File: src/hw/rtl/bpc_pkg.sv
// Types and constants for the button press classifier.
// No dependencies; imported by every other file of the block but assert_macros.svh.
package bpc_pkg;

   localparam int IntervalW = 8;
   localparam int LenW      = 10;
   localparam int CsrAddrW  = 4;
   localparam int CsrDataW  = 32;

   localparam logic [LenW-1:0]      LEN_MAX          = 10'd1023;
   localparam logic [IntervalW-1:0] INTERVAL_RESET   = 8'd2;
   localparam logic [LenW-1:0]      LONG_THRESH_RESET = 10'd15;
   localparam logic [LenW-1:0]      HOLD_THRESH_RESET = 10'd50;

   typedef enum logic [2:0] {
      EV_NONE         = 3'd0,
      EV_FAST         = 3'd1,
      EV_SHORT        = 3'd2,
      EV_LONG         = 3'd3,
      EV_HOLD_RELEASE = 3'd4
   } event_type;

   typedef enum logic [1:0] {
      REG_INTERVAL = 2'd0,
      REG_LONG     = 2'd1,
      REG_HOLD     = 2'd2
   } reg_idx_type;

   typedef struct packed {
      logic [IntervalW-1:0] sample_interval;
      logic [LenW-1:0]      long_threshold;
      logic [LenW-1:0]      hold_threshold;
   } cfg_type;

   typedef struct packed {
      event_type event_res;
      logic      holding;
   } result_type;

endpackage

File: src/hw/rtl/bpc_step.sv
// Debounce and press classification state, advanced one sample per step.
// Depends on bpc_pkg.
module bpc_step import bpc_pkg::*; (
   input  logic       clock,
   input  logic       reset,
   input  logic       step_en,
   input  logic       pressed,
   input  cfg_type    cfg,
   output result_type result
);

   logic                 idle_ff, idle_in;
   logic [IntervalW-1:0] cd_ff, cd_in;
   logic                 conf_ff, conf_in;
   logic                 rel_ff, rel_in;
   logic [LenW-1:0]      len_ff, len_in;
   logic                 long_ff, long_in;
   logic                 hold_ff, hold_in;
   logic [IntervalW-1:0] cd_dec;
   logic [LenW-1:0]      len_inc;
   logic                 proceed;
   event_type            ev;

   assign cd_dec  = (idle_ff ? cfg.sample_interval : cd_ff) - 8'd1;
   assign len_inc = (len_ff < LEN_MAX) ? len_ff + 10'd1 : len_ff;

   always_comb begin
      idle_in = idle_ff;
      cd_in   = cd_ff;
      conf_in = conf_ff;
      rel_in  = rel_ff;
      len_in  = len_ff;
      long_in = long_ff;
      hold_in = hold_ff;
      ev      = EV_NONE;
      proceed = 1'b0;
      if (step_en && (!idle_ff || pressed)) begin
         idle_in = 1'b0;
         cd_in   = cd_dec;
         if (cd_dec == '0) begin
            proceed = 1'b1;
            if (!conf_ff) begin
               if (pressed) begin
                  conf_in = 1'b1;
                  ev      = EV_FAST;
               end else begin
                  // press not confirmed: drop back to idle silently
                  idle_in = 1'b1;
                  rel_in  = 1'b0;
                  conf_in = 1'b0;
                  proceed = 1'b0;
               end
            end
            if (proceed) begin
               if (!rel_ff) begin
                  cd_in = cfg.sample_interval;
                  if (pressed) begin
                     len_in = len_inc;
                     if (len_inc >= cfg.long_threshold && len_inc < cfg.hold_threshold) begin
                        long_in = 1'b1;
                     end
                     if (len_inc >= cfg.hold_threshold) begin
                        hold_in = 1'b1;
                     end
                  end else begin
                     rel_in = 1'b1;
                  end
               end else begin
                  priority if (hold_ff) begin
                     ev      = EV_HOLD_RELEASE;
                     hold_in = 1'b0;
                  end else if (long_ff) begin
                     ev = EV_LONG;
                  end else begin
                     ev = EV_SHORT;
                  end
                  long_in = 1'b0;
                  len_in  = '0;
                  idle_in = 1'b1;
                  rel_in  = 1'b0;
                  conf_in = 1'b0;
               end
            end
         end
      end
   end

   assign result.event_res = ev;
   assign result.holding   = hold_in;

   always_ff @(posedge clock) begin
      if (reset) begin
         idle_ff <= 1'b1;
         cd_ff   <= INTERVAL_RESET;
         conf_ff <= 1'b0;
         rel_ff  <= 1'b0;
         len_ff  <= '0;
         long_ff <= 1'b0;
         hold_ff <= 1'b0;
      end else begin
         idle_ff <= idle_in;
         cd_ff   <= cd_in;
         conf_ff <= conf_in;
         rel_ff  <= rel_in;
         len_ff  <= len_in;
         long_ff <= long_in;
         hold_ff <= hold_in;
      end
   end

endmodule

File: config.mk
export PLATFORM = sky130hd
export DESIGN_NAME = bpc_step
export DESIGN_NICKNAME = d
export VERILOG_FILES = /design/src/hw/rtl/bpc_pkg.sv /design/src/hw/rtl/bpc_step.sv
export SDC_FILE = /design/constraint.sdc
export NUM_CORES = 1
export LEC_CHECK = 0
export BUFFER_PORTS_ARGS = -buffer_cell sky130_fd_sc_hd__buf_2
export CAP_MARGIN = 20
export CORE_UTILIZATION = 35
export CTS_BUF_LIST = sky130_fd_sc_hd__clkbuf_4
export DETAILED_ROUTE_END_ITERATION = 12
export PLACE_DENSITY = 0.62
export SYNTH_ARGS = -nofsm -noshare
export SYNTH_HDL_FRONTEND = slang
export SYNTH_SLANG_ARGS = --single-unit
File: constraint.sdc
create_clock -name clock -period 3.5 [get_ports clock]
set_input_delay 0.35 -clock clock [delete_from_list [all_inputs] [get_ports clock]]
set_output_delay 0.35 -clock clock [all_outputs]
set_load 0.05 [all_outputs]
==> flow_metrics.py <==
metrics = {
    "route": {
        "drt-total-wl_um": 5400,
        "antenna_left": 0,
        "wl_per_cell_um": 13.7,
        "via_per_inst": 5.58,
        "drc": 0,
        "drt_iter0_drc": 68,
        "num_vias": 2198,
        "dr.pass1.iters": 4,
    },
    "layout": {
        "layout.nets": 375,
        "nFillCells": 609,
        "stdcell_count": 394,
        "area_delta_synth_final_pct": 19.5,
        "mostFrequentLayoutCells": "buf_2, inv_1, a21oi_1",
        "final_common_cell": "buf_2",
        "drive_gt1_frac": 0.245,
        "antenna_cells": 0,
    },
    "timing": {
        "slew_violations": 0,
        "max_freq_mhz": 298,
        "final.min_clock_period_ns": 3.36,
        "period_share": 0.959,
        "slew-limit-headroom": 0.407,
        "skew_ns": 0.00819,
        "worstMarginPinSlew_ns": 0.886,
        "rsz0062_at_grt": "yes",
        "setup_violations": 0,
        "setup_slack_ns": 0.144,
        "hold_violations": 0,
    },
    "pwr": {
        "ir_drop_uv": 204,
        "p_leak_nw": 1.21,
        "power_density_mw_per_mm2": 220,
    },
    "status": {
        "status": "finished, final reports clean",
    },
    "worst_setup_path": {
        "crit_type": "reg2out",
        "critPathBufInv": 1,
        "max_stage_delay_ns": 0.41,
        "cp.required_ns": 3.15,
        "end_kind": "output port",
        "critical_path.top_delay_family": "compound AO/OA/AOI/OAI gates",
        "path_cells": "and4_1 > and3_4 > a31oi_4 > xor2_2 > ha_1 > a21o_1 > a21o_1 > a211oi_1 > o21ai_1 > o2111ai_2 > nand2_1 > buf_6",
        "critPathSlowestCell": "dfxtp_4",
        "critPathArrivalTime_ns": 3.01,
        "cpMostUsedCell": "a21o_1",
        "startpoint_type": "register",
        "worst-path-max-fanout": 7,
    },
    "flow_run": {
        "max_cap_viol_count": 0,
    },
    "logic_synthesis": {
        "synth_ff_type": "dfxtp_1",
        "ys_ff_latch": 23,
        "ys_async_sr_fraction": 0,
        "ys_seq_area_frac": 0.213,
        "syn_area_mm2": 0.00217,
        "yosys.cell_types.count": 49,
        "syn_avg_cell_area_um2": 7.76,
        "yosys_warnings": 0,
        "synth_edf_count": 0,
        "netlist_instances": 279,
        "syn_nets": 334,
    },
    "clock_tree": {
        "clk_pin_slew_ns": 0.14,
        "cts_buffers": 3,
        "worstSkewPairLatency_ns": 0.32,
        "tritoncts": "built",
        "ctsHtreeMaxLevel": 1,
        "hold_buffers": 0,
        "clock-sinks": 23,
        "clock_path_buffers": 2,
        "cts_root_buffer": "clkbuf_4",
    },
    "floorplanning": {
        "io-pin-count": 36,
        "core_area_mm2": 0.00596,
        "start_util": 0.364,
        "fp.dieH_um": 80.7,
        "die-area_mm2": 0.00651,
        "num_rows": 28,
        "die_w_um": 80.7,
    },
    "placement": {
        "io_buffers": 35,
        "place_inst": 386,
        "place_congestion": 0.876,
        "dp_hpwl_um": 4130,
        "pre_cts_ws_ns": 0.169,
    },
    "hold_path": {
        "hold_class": "in2reg",
    },
    "grt": {
        "antenna_found_initial": 0,
        "grt-ovfl-total": 0,
        "grt_use_total": 0.176,
        "grt_max_degree": 20,
        "grt_pass1_wl_um": 9170,
        "grt_pass1_vias": 2049,
    },
}
-- path summary, 6_finish.rpt --
kind	end	depth (start not counted)	slack [ns]	startpoint
worst max register to register	long_ff$_SDFFE_PP0P_	11	0.53	len_ff[4]$_SDFFE_PP0P_
worst max-delay path	result[0]	12	0.14	len_ff[4]$_SDFFE_PP0P_
worst min-delay path	hold_ff$_SDFF_PP0_	2	0.26	reset
worst min register to register	long_ff$_SDFFE_PP0P_	2	0.47	long_ff$_SDFFE_PP0P_
-- cell usage after synthesis, types with 2 or more instances --
| library cell | number | area (um^2) |
|---|---|---|
| a21boi_0 | 2 | 15.0 |
| inv_1 | 27 | 101 |
| a41oi_1 | 2 | 17.5 |
| mux2i_1 | 6 | 60.1 |
| o21ai_0 | 19 | 95.1 |
| nand2_1 | 12 | 45.0 |
| buf_2 | 3 | 15.0 |
| a21o_1 | 8 | 60.1 |
| o21a_1 | 2 | 15.0 |
| a31oi_1 | 8 | 50.1 |
| dfxtp_1 | 23 | 460 |
| nand2b_1 | 2 | 12.5 |
| or4_1 | 5 | 37.5 |
| nand3_1 | 16 | 80.1 |
| buf_6 | 2 | 22.5 |
| mux2_2 | 3 | 33.8 |
| a21oi_1 | 28 | 140 |
| nand4_1 | 6 | 37.5 |
| nor3b_1 | 5 | 37.5 |
| ha_1 | 23 | 288 |
| nor3_1 | 11 | 55.1 |
| o41ai_1 | 2 | 17.5 |
| xnor2_1 | 3 | 26.3 |
| and4_1 | 2 | 17.5 |
| and3_1 | 5 | 31.3 |
| a211oi_1 | 3 | 22.5 |
| nor2_1 | 12 | 45.0 |
| o2111ai_1 | 2 | 17.5 |
| clkbuf_1 | 7 | 26.3 |
| o31ai_1 | 5 | 37.5 |
| xor2_1 | 7 | 61.3 |
-- per-layer routing --
layer  vias to the layer above  track usage  share of wire
li1                       1125            -              -
met5                         -            0              0
met4                         0       0.0464          0.013
met3                         7       0.0136          0.036
met1                      1017        0.218           0.48
met2                        49        0.324           0.47
-- repair_timing --
item,CTS,global route
hold endpoints to repair,0,0
setup buffers,0,4
cloned,0,0
pin swaps,0,6
setup endpoints to repair,1,4
gates resized for setup,11,16
-- cells by family after synthesis --
group	synth area share
multiplexers	0.0433
AND/OR/NAND/NOR	0.218
AO/OA/AOI/OAI	0.273
flip-flops	0.213
adder cells (fa/ha/maj)	0.133
buffers and inverters	0.0797
XOR/XNOR	0.0404
-- cell type report --
| cell class | instances | area [um^2] | share of cell area |
|---|---|---|---|
| multi-input combinational | 216 | 1600 | 0.618 |
| sequential | 23 | 477 | 0.184 |
| timing repair buffer | 49 | 287 | 0.111 |
| inverter | 27 | 101 | 0.0392 |
| tap | 75 | 93.8 | 0.0363 |
| clock buffer | 4 | 30.0 | 0.0116 |
-- through the flow --
| step | hold slack [ns] | total power [W] | instance area (um^2) | TNS, ns | utilization |
|---|---|---|---|---|---|
| final | 0.258 | 0.000569 | 2590 | 0 | 0.434 |
| after CTS | 0.255 | 0.000573 | 2510 | 0 | 0.421 |
| after global placement | 0.444 | 0.000435 | 2440 | 0 | 0.409 |
| after detailed placement | 0.446 | 0.000436 | 2440 | 0 | 0.409 |
| after global routing | 0.252 | 0.000606 | 2590 | -0.0173 | 0.434 |
| after floorplan | 0.419 | 0.000387 | 2170 | 0 | - |
-- flip-flops by register name (all words and copies together), names as in the netlist, named ones only --
signal / count
conf_ff: 1
idle_ff: 1
hold_ff: 1
cd_ff: 8
len_ff: 10
long_ff: 1
-- where the power goes --
group          switching, W  total, W  internal, W
combinational     0.0000888  0.000153    0.0000646
sequential       0.00000931  0.000277     0.000268
clock             0.0000862  0.000139    0.0000524
(Power assumes the default switching activity.)
