## src/hw/rtl/bpc_pkg.sv

```systemverilog
// Types and constants for the button press classifier.
// No dependencies; imported by every other file of the block but assert_macros.svh.
package bpc_pkg;

   localparam int IntervalW = 8;
   localparam int LenW      = 10;
   localparam int CsrAddrW  = 4;
   localparam int CsrDataW  = 32;

   localparam logic [LenW-1:0]      LEN_MAX          = 10'd1023;
   localparam logic [IntervalW-1:0] INTERVAL_RESET   = 8'd2;
   localparam logic [LenW-1:0]      LONG_THRESH_RESET = 10'd15;
   localparam logic [LenW-1:0]      HOLD_THRESH_RESET = 10'd50;

   typedef enum logic [2:0] {
      EV_NONE         = 3'd0,
      EV_FAST         = 3'd1,
      EV_SHORT        = 3'd2,
      EV_LONG         = 3'd3,
      EV_HOLD_RELEASE = 3'd4
   } event_type;

   typedef enum logic [1:0] {
      REG_INTERVAL = 2'd0,
      REG_LONG     = 2'd1,
      REG_HOLD     = 2'd2
   } reg_idx_type;

   typedef struct packed {
      logic [IntervalW-1:0] sample_interval;
      logic [LenW-1:0]      long_threshold;
      logic [LenW-1:0]      hold_threshold;
   } cfg_type;

   typedef struct packed {
      event_type event_res;
      logic      holding;
   } result_type;

endpackage

```

## src/hw/rtl/bpc_csr.sv

```systemverilog
// APB-style register file: sample interval, long and hold thresholds.
// Depends on bpc_pkg.
module bpc_csr import bpc_pkg::*; (
   input  logic                clock,
   input  logic                reset,
   input  logic                psel,
   input  logic                penable,
   input  logic                pwrite,
   input  logic [CsrAddrW-1:0] paddr,
   input  logic [CsrDataW-1:0] pwdata,
   output logic [CsrDataW-1:0] prdata,
   output logic                pready,
   output cfg_type             cfg
);

   cfg_type     cfg_ff;
   cfg_type     cfg_in;
   reg_idx_type reg_idx;
   logic        wr_en;

   assign reg_idx = reg_idx_type'(paddr[3:2]);
   assign wr_en   = psel && penable && pwrite;
   assign pready  = 1'b1;
   assign cfg     = cfg_ff;

   always_comb begin
      cfg_in = cfg_ff;
      if (wr_en) begin
         unique case (reg_idx)
            REG_INTERVAL: cfg_in.sample_interval = pwdata[IntervalW-1:0];
            REG_LONG:     cfg_in.long_threshold  = pwdata[LenW-1:0];
            REG_HOLD:     cfg_in.hold_threshold  = pwdata[LenW-1:0];
            default:      cfg_in = cfg_ff;
         endcase
      end
   end

   always_comb begin
      unique case (reg_idx)
         REG_INTERVAL: prdata = {{(CsrDataW-IntervalW){1'b0}}, cfg_ff.sample_interval};
         REG_LONG:     prdata = {{(CsrDataW-LenW){1'b0}}, cfg_ff.long_threshold};
         REG_HOLD:     prdata = {{(CsrDataW-LenW){1'b0}}, cfg_ff.hold_threshold};
         default:      prdata = '0;
      endcase
   end

   always_ff @(posedge clock) begin
      if (reset) begin
         cfg_ff.sample_interval <= INTERVAL_RESET;
         cfg_ff.long_threshold  <= LONG_THRESH_RESET;
         cfg_ff.hold_threshold  <= HOLD_THRESH_RESET;
      end else begin
         cfg_ff <= cfg_in;
      end
   end

endmodule

```

## config.mk

```make
export PLATFORM = sky130hd
export DESIGN_NAME = bpc_csr
export DESIGN_NICKNAME = d
export VERILOG_FILES = /design/src/hw/rtl/bpc_pkg.sv /design/src/hw/rtl/bpc_csr.sv
export SDC_FILE = /design/constraint.sdc
export NUM_CORES = 1
export LEC_CHECK = 0
export ABC_CLOCK_PERIOD_IN_PS = 1100
export BUFFER_PORTS_ARGS = -buffer_cell sky130_fd_sc_hd__buf_4
export CAP_MARGIN = 5
export CORE_MARGIN = 5
export CORE_UTILIZATION = 42
export CTS_BUF_LIST = sky130_fd_sc_hd__clkbuf_16
export CTS_CLUSTER_SIZE = 30
export DETAILED_ROUTE_END_ITERATION = 8
export PLACE_DENSITY_LB_ADDON = 0.1
export SLEW_MARGIN = 0
export SYNTH_ARGS = -nofsm -noshare
export SYNTH_HDL_FRONTEND = slang
export SYNTH_SLANG_ARGS = --single-unit
```

## constraint.sdc

```tcl
create_clock -name clock -period 1.1 [get_ports clock]
set_input_delay 0 -clock clock [delete_from_list [all_inputs] [get_ports clock]]
set_output_delay 0 -clock clock [all_outputs]
set_load 0.02 [all_outputs]
```

==> impl_metrics.tcl, run 1 <==
set metrics [dict create \
    run_status "finished clean" \
    path_max_fanout 3 \
    grt_pass1_wl_um 5980 \
    drcViolationCount 0 \
    nNetsFinal 265 \
    largest_reg_flops 28 \
    placementRows 22 \
    io_pins 102 \
    grtUsageTotal_pct 14.7 \
    yosysMostFrequentCell "mux2i_1" \
    ys_async_sr_fraction_pct 0 \
    start_util_pct 43.3 \
    die_x_um 71.2 \
    p_seq_share_pct 46.7 \
    numCtsBuffers 3 \
    finish.utilization_pct 56.2 \
    h-tree-depth 1 \
    ys_seq_area_share_pct 35.6 \
    power_density_nw_per_um2 1090 \
    clock_power_share_pct 37.2 \
    route.vias.total 1233 \
    worstSetupStartpointType "flip-flop" \
    setup_slack_ns 0.0595 \
    antenna_found_initial 0 \
    place_area_um2 1960 \
    synth_area_um2 1570 \
    hold_viol 0 \
    regArea_um2 562 \
    drt_iter0_drc 52 \
    post-dp-hpwl_um 2900 \
    crit_chain "mux2i_1, o21ai_0, buf_4" \
    fill_cells 347 \
    place_congestion 0.786 \
    port_buffers 54 \
    vias_per_cell 4.55 \
    drv_cap 0 \
    synth_cell_types 21 \
    hold_buffers 0 \
    instances_no_fill 271 \
    synth.avg_cell_area_um2 9.36 \
    comb_power_share_pct 16.1 \
    layout-drive-gt1-share_pct 36.8 \
    internal-power_mw 1.66 \
    drv_slew 0 \
    crit_required_ns 1.10 \
    dp_slack_ns 0.119 \
    dieHeight_um 71.2 \
    ir_drop_uv 588 \
    crit_arrival_ns 1.04 \
    holdWs_ns 0.000692 \
    diodes 0 \
    cpMaxStageDelayCell "dfxtp_1" \
    finClkSkew_ns 0 \
    first_global_vias 1279 \
    finalInstanceArea_um2 2040 \
    yosys_warnings 0 \
    cts_max_path_buffers 2 \
    synthFlopType "dfxtp_1" \
    tns_ns 0 \
    synth-edff-count 0 \
    multiInputGateArea_um2 868 \
    yosys.area.top_type_share_pct 35.6 \
    end_kind "output pin" \
    wirelength_um 3740 \
    clock-sinks 28 \
    gr-total-overflow 0 \
    p_leak_nw 0.980 \
    grt_max_degree 44 \
    wire_per_inst_um 13.8 \
    area_growth_pct 29.8 \
    synthesis.instances 168 \
    ys_ff_latch 28 \
    final.period_utilization_pct 94.6 \
    max_freq_mhz 961 \
    synth_top_cell_by_area "dfxtp_1" \
    ant_nets 0 \
    cts_tree "done" \
    hp-class "primary input to flip-flop" \
    fin_crit_ns 1.04 \
    dr.pass1.iters 4 \
    critPathMaxStageDelay_ns 0.36 \
    rsz0062_at_grt "false" \
    synth_common_cells "mux2i_1 (36), dfxtp_1 (28), buf_4 (26), nand2b_1 (15), nor2_1 (14)" \
    coreArea_um2 3630 \
    power_mw 2.22 \
    clk_pin_slew_worst_paths_ns 0.07 \
    worstSetupPathType "flip-flop to output pin" \
    place_inst 267 \
    clk_latency_ns 0.26 \
    die_area_um2 5070 \
    setup_viol 0 \
    synthTopCellsByArea "dfxtp_1 (36%), mux2i_1 (23%), buf_4 (12%), or2b_2 (6.7%), nand2b_1 (6.0%)" \
    switching_share_pct 25.5 \
    cts_root_buf "clkbuf_16" \
    p_sw_mw 0.565 \
]
power groups by stage:
stage	clock [mW]	combinational, mW	sequential, mW
5_1_grt	0.912	0.384	1.04
4_1_cts	0.850	0.357	1.04
3_5_place_dp	0	0.355	1.06
6_report	0.826	0.357	1.04
2_1_floorplan	0	0.270	1.07
3_3_place_gp	0	0.352	1.06
cell type report:
| type | count | share of cell area, % |
|---|---|---|
| Clock buffer | 3 | 3.68 |
| Clock inverter | 1 | 0.184 |
| Multi-Input combinational cell | 128 | 42.5 |
| Sequential cell | 28 | 27.5 |
| Tap cell | 48 | 2.94 |
| Timing Repair Buffer | 63 | 23.2 |
routing by layer:
metal | global-route usage [%] | part of all wire [%] | up-vias
li1 | - | - | 617
met1 | 16.5 | 39 | 566
met2 | 26.4 | 52 | 45
met3 | 4.26 | 8.2 | 5
met4 | 4.38 | 1.1 | 0
met5 | 0 | 0 | -
cells in the final DEF, fill, tap and decap left out, drive strengths merged:
cell type  instances
or3                1
dfxtp             28
nor2              14
nand3              1
nand4              2
clkinv             1
nand2              8
and2b              1
nand2b            15
buf               63
clkbuf             3
nor2b              1
conb              23
or2b              14
o21ai              8
mux2i             36
nor3b              2
a22o               2
cells by family (layout without fill, tap and decap cells):
family | count (synthesis) | after routing | synth area share (%)
buf+inv | 33 | 67 | 14.8
compound gates | 10 | 10 | 3.66
other cells | 2 | 23 | 0.478
flops | 28 | 28 | 35.6
mux | 36 | 36 | 22.9
simple gates | 59 | 59 | 22.5
worst max-delay path, delay by kind of cell (launching register included):
kind	cells	cell delay [ns]
compound gates	1	0.17
flops	1	0.36
mux	1	0.08
buf+inv	1	0.17
worst paths after layout:
| check | from | end | slack [ns] | cells past startpoint |
|---|---|---|---|---|
| max | cfg[11]$_SDFFE_PP1P_ | prdata[1] | 0.06 | 3 |
| min | pwdata[0] | cfg[10]$_SDFFE_PP1P_ | 0.0007 | 3 |
| max reg2reg | cfg[24]$_SDFFE_PP0P_ | cfg[24]$_SDFFE_PP0P_ | 0.25 | 2 |
| min reg2reg | cfg[2]$_SDFFE_PP0P_ | cfg[2]$_SDFFE_PP0P_ | 0.50 | 2 |
repair_timing:
action / in CTS / in global routing
buffers inserted: 0 / 0
resized for setup: 0 / 6
endpoints found under the setup margin: 0 / 5
(Power assumes the default switching activity.)
==> run 2: changes to the inputs <==
--- a/config.mk
+++ b/config.mk
@@ -11,9 +11,9 @@
 export CORE_MARGIN = 5
 export CORE_UTILIZATION = 42
 export CTS_BUF_LIST = sky130_fd_sc_hd__clkbuf_16
-export CTS_CLUSTER_SIZE = 30
 export DETAILED_ROUTE_END_ITERATION = 8
 export PLACE_DENSITY_LB_ADDON = 0.1
+export SETUP_SLACK_MARGIN = 0.2
 export SLEW_MARGIN = 0
 export SYNTH_ARGS = -nofsm -noshare
 export SYNTH_HDL_FRONTEND = slang
==> run 2 against run 1 <==
Against the previous run:
- via count grew 6.1%
- hold slack gained 0.0029 ns
- die area is the same
- clock power shrank 2%
- worst setup slack gained 0.048 ns
- sequential power is essentially flat
- clock skew is the same
- global-route usage grew 1.0 points
- sequential share of layout area shrank 0.74 points
- combinational power grew 4%
- routed wire length grew 8.1%
- largest power group unchanged
- highest routed layer unchanged
==> impl_metrics.tcl, run 2 (synthesis gave the netlist of run 1 again) <==
set metrics [dict create \
    switching_share_pct 25.3 \
    fill_cells 320 \
    power_mw 2.22 \
    p_sw_mw 0.563 \
    clk_pin_slew_worst_paths_ns 0.07 \
    place_inst 267 \
    start_util_pct 43.3 \
    tns_ns 0 \
    ir_drop_uv 653 \
    max_freq_mhz 1010 \
    finClkSkew_ns 0 \
    worstSetupPathType "flip-flop to output pin" \
    finalInstanceArea_um2 2190 \
    dieHeight_um 71.2 \
    wire_per_inst_um 14.2 \
    hp-class "primary input to flip-flop" \
    io_pins 102 \
    diodes 0 \
    gr-total-overflow 0 \
    setup_slack_ns 0.108 \
    drv_slew 0 \
    placementRows 22 \
    clock-sinks 28 \
    final_common_cell "buf_4" \
    cts_tree "done" \
    cp_num_buf_inv 1 \
    cts_root_buf "clkbuf_16" \
    place_congestion 0.711 \
    nNetsFinal 280 \
    worstSetupStartpointType "flip-flop" \
    area_growth_pct 39.4 \
    drv_cap 0 \
    final_cell_mix "buf_4 (75), mux2i_1 (36), conb_1 (23)" \
    die_x_um 71.2 \
    numCtsBuffers 3 \
    crit_family "flip-flops" \
    power_density_nw_per_um2 1010 \
    dr.pass1.iters 4 \
    comb_power_share_pct 16.8 \
    crit_required_ns 1.10 \
    crit_chain "mux2i_1, o21ai_1, buf_4" \
    end_kind "output pin" \
    place_area_um2 1970 \
    use_met2_pct 29.8 \
    final.period_utilization_pct 90.2 \
    path_max_fanout 2 \
    route.vias.total 1308 \
    port_buffers 54 \
    clk_latency_ns 0.26 \
    use_met3_pct 2.41 \
    drcViolationCount 0 \
    wirelength_um 4040 \
    grt-busiest-layer "met2" \
    p_leak_nw 1.06 \
    rsz0062_at_grt "true" \
    hold_depth 3 \
    first_global_vias 1327 \
    hold_buffers 0 \
    vias_per_cell 4.59 \
    grtUsageTotal_pct 15.7 \
    grt_max_degree 44 \
    h-tree-depth 1 \
    crit_arrival_ns 0.99 \
    cts_max_path_buffers 2 \
    internal-power_mw 1.66 \
    largest_reg_flops 28 \
    fin_crit_ns 0.992 \
    antenna_found_initial 0 \
    setup_viol 0 \
    dp_slack_ns 0.0224 \
    die_area_um2 5070 \
    layout-drive-gt1-share_pct 49.8 \
    reg2regPathDepth 3 \
    hold_viol 0 \
    p_seq_share_pct 46.7 \
    critPathMaxStageDelay_ns 0.34 \
    post-dp-hpwl_um 2970 \
    crit_cells 3 \
    use_met1_pct 17.5 \
    run_status "finished clean" \
    ant_nets 0 \
    grt_pass1_wl_um 6390 \
    instances_no_fill 285 \
    drt_iter0_drc 60 \
    cpMaxStageDelayCell "dfxtp_2" \
    clock_power_share_pct 36.6 \
    coreArea_um2 3630 \
]
-- run 2: worst min-delay path, stage by stage --
cell and delay, ns:
buf_4 0.08, nor2_1 0.03, mux2i_1 0.11
-- run 2: final timing paths --
path	start	endpoint	slack, ns
max	cfg[27]$_SDFFE_PP0P_	prdata[7]	0.11
min	pwdata[2]	cfg[12]$_SDFFE_PP1P_	0.004
max reg2reg	cfg[27]$_SDFFE_PP0P_	cfg[27]$_SDFFE_PP0P_	0.24
min reg2reg	cfg[9]$_SDFFE_PP0P_	cfg[9]$_SDFFE_PP0P_	0.49
-- run 2: stage by stage --
stage                     hold slack, ns  utilization [%]
after floorplan                    0.167                -
after global routing              0.0134             60.3
after detailed placement           0.276             54.2
final                            0.00363             60.3
after global placement             0.264             54.2
after CTS                        0.00489             59.5
-- run 2: layer usage --
layer | vias to the layer above | share of wire [%]
li1 | 647 | -
met2 | 44 | 53
met1 | 613 | 39
met5 | - | 0
met4 | 0 | 0.94
met3 | 4 | 6.9
-- run 2: final cells by class --
class | count | area [µm²] | share of cell area, %
multi-input cells | 128 | 873 | 39.8
repair buffers | 78 | 597 | 27.2
flip-flops and latches | 28 | 587 | 26.8
clock buffers | 3 | 75.1 | 3.42
well taps | 48 | 60.1 | 2.74
-- run 2: timing repair --
action	in CTS	in global routing
pin swaps	1	3
endpoints found under the hold margin	0	0
resized for setup	18	3
setup endpoints to repair	10	12
setup buffers	12	3
-- run 2: power groups by stage --
stage | Combinational [mW] | Sequential (mW) | Clock (mW)
after floorplan | 0.273 | 1.08 | 0
after global placement | 0.353 | 1.06 | 0
after detailed placement | 0.358 | 1.06 | 0
after CTS | 0.370 | 1.04 | 0.835
after global routing | 0.400 | 1.04 | 0.872
final | 0.373 | 1.04 | 0.813
==> run 3: changes to the inputs <==
--- a/config.mk
+++ b/config.mk
@@ -8,9 +8,9 @@
 export ABC_CLOCK_PERIOD_IN_PS = 1100
 export BUFFER_PORTS_ARGS = -buffer_cell sky130_fd_sc_hd__buf_4
 export CAP_MARGIN = 5
-export CORE_MARGIN = 5
 export CORE_UTILIZATION = 42
 export CTS_BUF_LIST = sky130_fd_sc_hd__clkbuf_16
+export CTS_CLUSTER_SIZE = 40
 export DETAILED_ROUTE_END_ITERATION = 8
 export PLACE_DENSITY_LB_ADDON = 0.1
 export SETUP_SLACK_MARGIN = 0.2
==> run 3 against run 2 <==
Against the previous run:
- register-to-register slack is essentially flat
- clock power grew 0.5%
- the run now ends with hold timing left
- clock skew is the same
- combinational power shrank 1%
- critical endpoint unchanged
- hold slack lost 0.0049 ns
==> impl_metrics.tcl, run 3 (synthesis gave the netlist of run 1 again) <==
set metrics [dict create \
    h-tree-depth 1 \
    clock-sinks 28 \
    end_kind "output pin" \
    ant_nets 0 \
    p_leak_nw 1.07 \
    run_status "finished, violations left" \
    first_global_vias 1319 \
    finalInstanceArea_um2 2200 \
    wl_met2_um 1790 \
    die_x_um 63.2 \
    dieHeight_um 63.2 \
    layout-drive-gt1-share_pct 49.8 \
    antenna_found_initial 0 \
    cts_tree "done" \
    grtUsageTotal_pct 18.6 \
    wirelength_um 3510 \
    route.vias.total 1335 \
    switching_share_pct 25.2 \
    holdWs_ns -0.00125 \
    placementRows 21 \
    crit_required_ns 1.10 \
    clk_latency_ns 0.26 \
    ir_drop_uv 498 \
    io_pins 102 \
    drv_slew 0 \
    wl_met3_um 164 \
    hp-class "primary input to flip-flop" \
    fin_crit_ns 0.962 \
    place_area_um2 1970 \
    drcViolationCount 0 \
    numCtsBuffers 3 \
    largest_reg_flops 28 \
    power_density_nw_per_um2 1010 \
    worstSetupStartpointType "flip-flop" \
    clock_power_share_pct 36.8 \
    final.period_utilization_pct 87.4 \
    gr-total-overflow 0 \
    hold_viol 1 \
    top_layer_used "met4" \
    post-dp-hpwl_um 2580 \
    port_buffers 54 \
    nNetsFinal 282 \
    drv_cap 0 \
    grt_pass1_wl_um 5890 \
    setup_viol 0 \
    worstSetupPathType "flip-flop to output pin" \
    cts_max_path_buffers 2 \
    crit_arrival_ns 0.96 \
    area_growth_pct 40.0 \
    comb_power_share_pct 16.6 \
    tns_ns 0 \
    fill_cells 294 \
    final_cell_mix "buf_4 (77), mux2i_1 (36), conb_1 (23)" \
    p_sw_mw 0.561 \
    diodes 0 \
    drt_iter0_drc 23 \
    dr.pass1.iters 4 \
    die_area_um2 3990 \
    rsz0062_at_grt "true" \
    internal-power_mw 1.66 \
    max_freq_mhz 1040 \
    grt_max_degree 44 \
    p_seq_share_pct 46.7 \
    wire_per_inst_um 12.3 \
    start_util_pct 45.3 \
    wl_met1_um 1520 \
    violations "hold timing" \
    final_common_cell "buf_4" \
    finClkSkew_ns 0 \
    vias_per_cell 4.68 \
    path_max_fanout 2 \
    clk_pin_slew_worst_paths_ns 0.07 \
    place_congestion 0.748 \
    coreArea_um2 3470 \
    cts_root_buf "clkbuf_16" \
]
## run 3: layer usage
layer | track usage, % | vias up
li1 | - | 649
met1 | 21.6 | 631
met2 | 34.3 | 50
met3 | 2.36 | 5
met4 | 7.10 | 0
met5 | 0 | -
## run 3: cell type report
| cell class | count | area, µm² | area share [%] |
|---|---|---|---|
| multi-input combinational | 128 | 871 | 39.5 |
| timing repair buffer | 80 | 612 | 27.8 |
| sequential | 28 | 587 | 26.6 |
| clock buffer | 3 | 75.1 | 3.41 |
| tap | 46 | 57.6 | 2.61 |
## run 3: repair_timing
action	in CTS	in global routing
endpoints found under the setup margin	10	12
buffers inserted	16	0
hold buffers	0	0
pin swaps	2	2
gates cloned	0	0
resized for setup	18	2
## run 3: path summary, 6_finish.rpt
check                       startpoint                    to  slack (ns)  cells past startpoint
setup / recovery  cfg[17]$_SDFFE_PP0P_             prdata[7]        0.14                      3
hold / removal               pwdata[2]  cfg[12]$_SDFFE_PP1P_      -0.001                      3
setup reg to reg  cfg[20]$_SDFFE_PP0P_  cfg[20]$_SDFFE_PP0P_        0.24                      3
hold reg to reg    cfg[2]$_SDFFE_PP0P_   cfg[2]$_SDFFE_PP0P_        0.50                      2
## run 3: metrics by stage
stage	setup slack [ns]	power [mW]	cells	hold WS, ns	utilization [%]
after floorplan	0.221	1.35	189	0.167	-
after global placement	0.133	1.41	266	0.264	56.9
after detailed placement	0.116	1.42	266	0.272	56.9
after CTS	0.127	2.24	285	0.000884	63.3
after global routing	0.0770	2.30	285	0.0148	63.5
final	0.138	2.22	285	-0.00125	63.5
## run 3: critical path, cell delays in order, from the launching register on
cell and delay [ns]:
dfxtp_2 0.32, mux2i_1 0.14, o21ai_1 0.08, buf_4 0.16
## run 3: power groups by stage
stage               clock [mW]  sequential [mW]  combinational [mW]
finish                   0.817             1.04               0.369
global route             0.865             1.04               0.396
CTS                      0.832             1.04               0.370
detailed placement           0             1.06               0.356
global placement             0             1.06               0.352
floorplan                    0             1.08               0.273
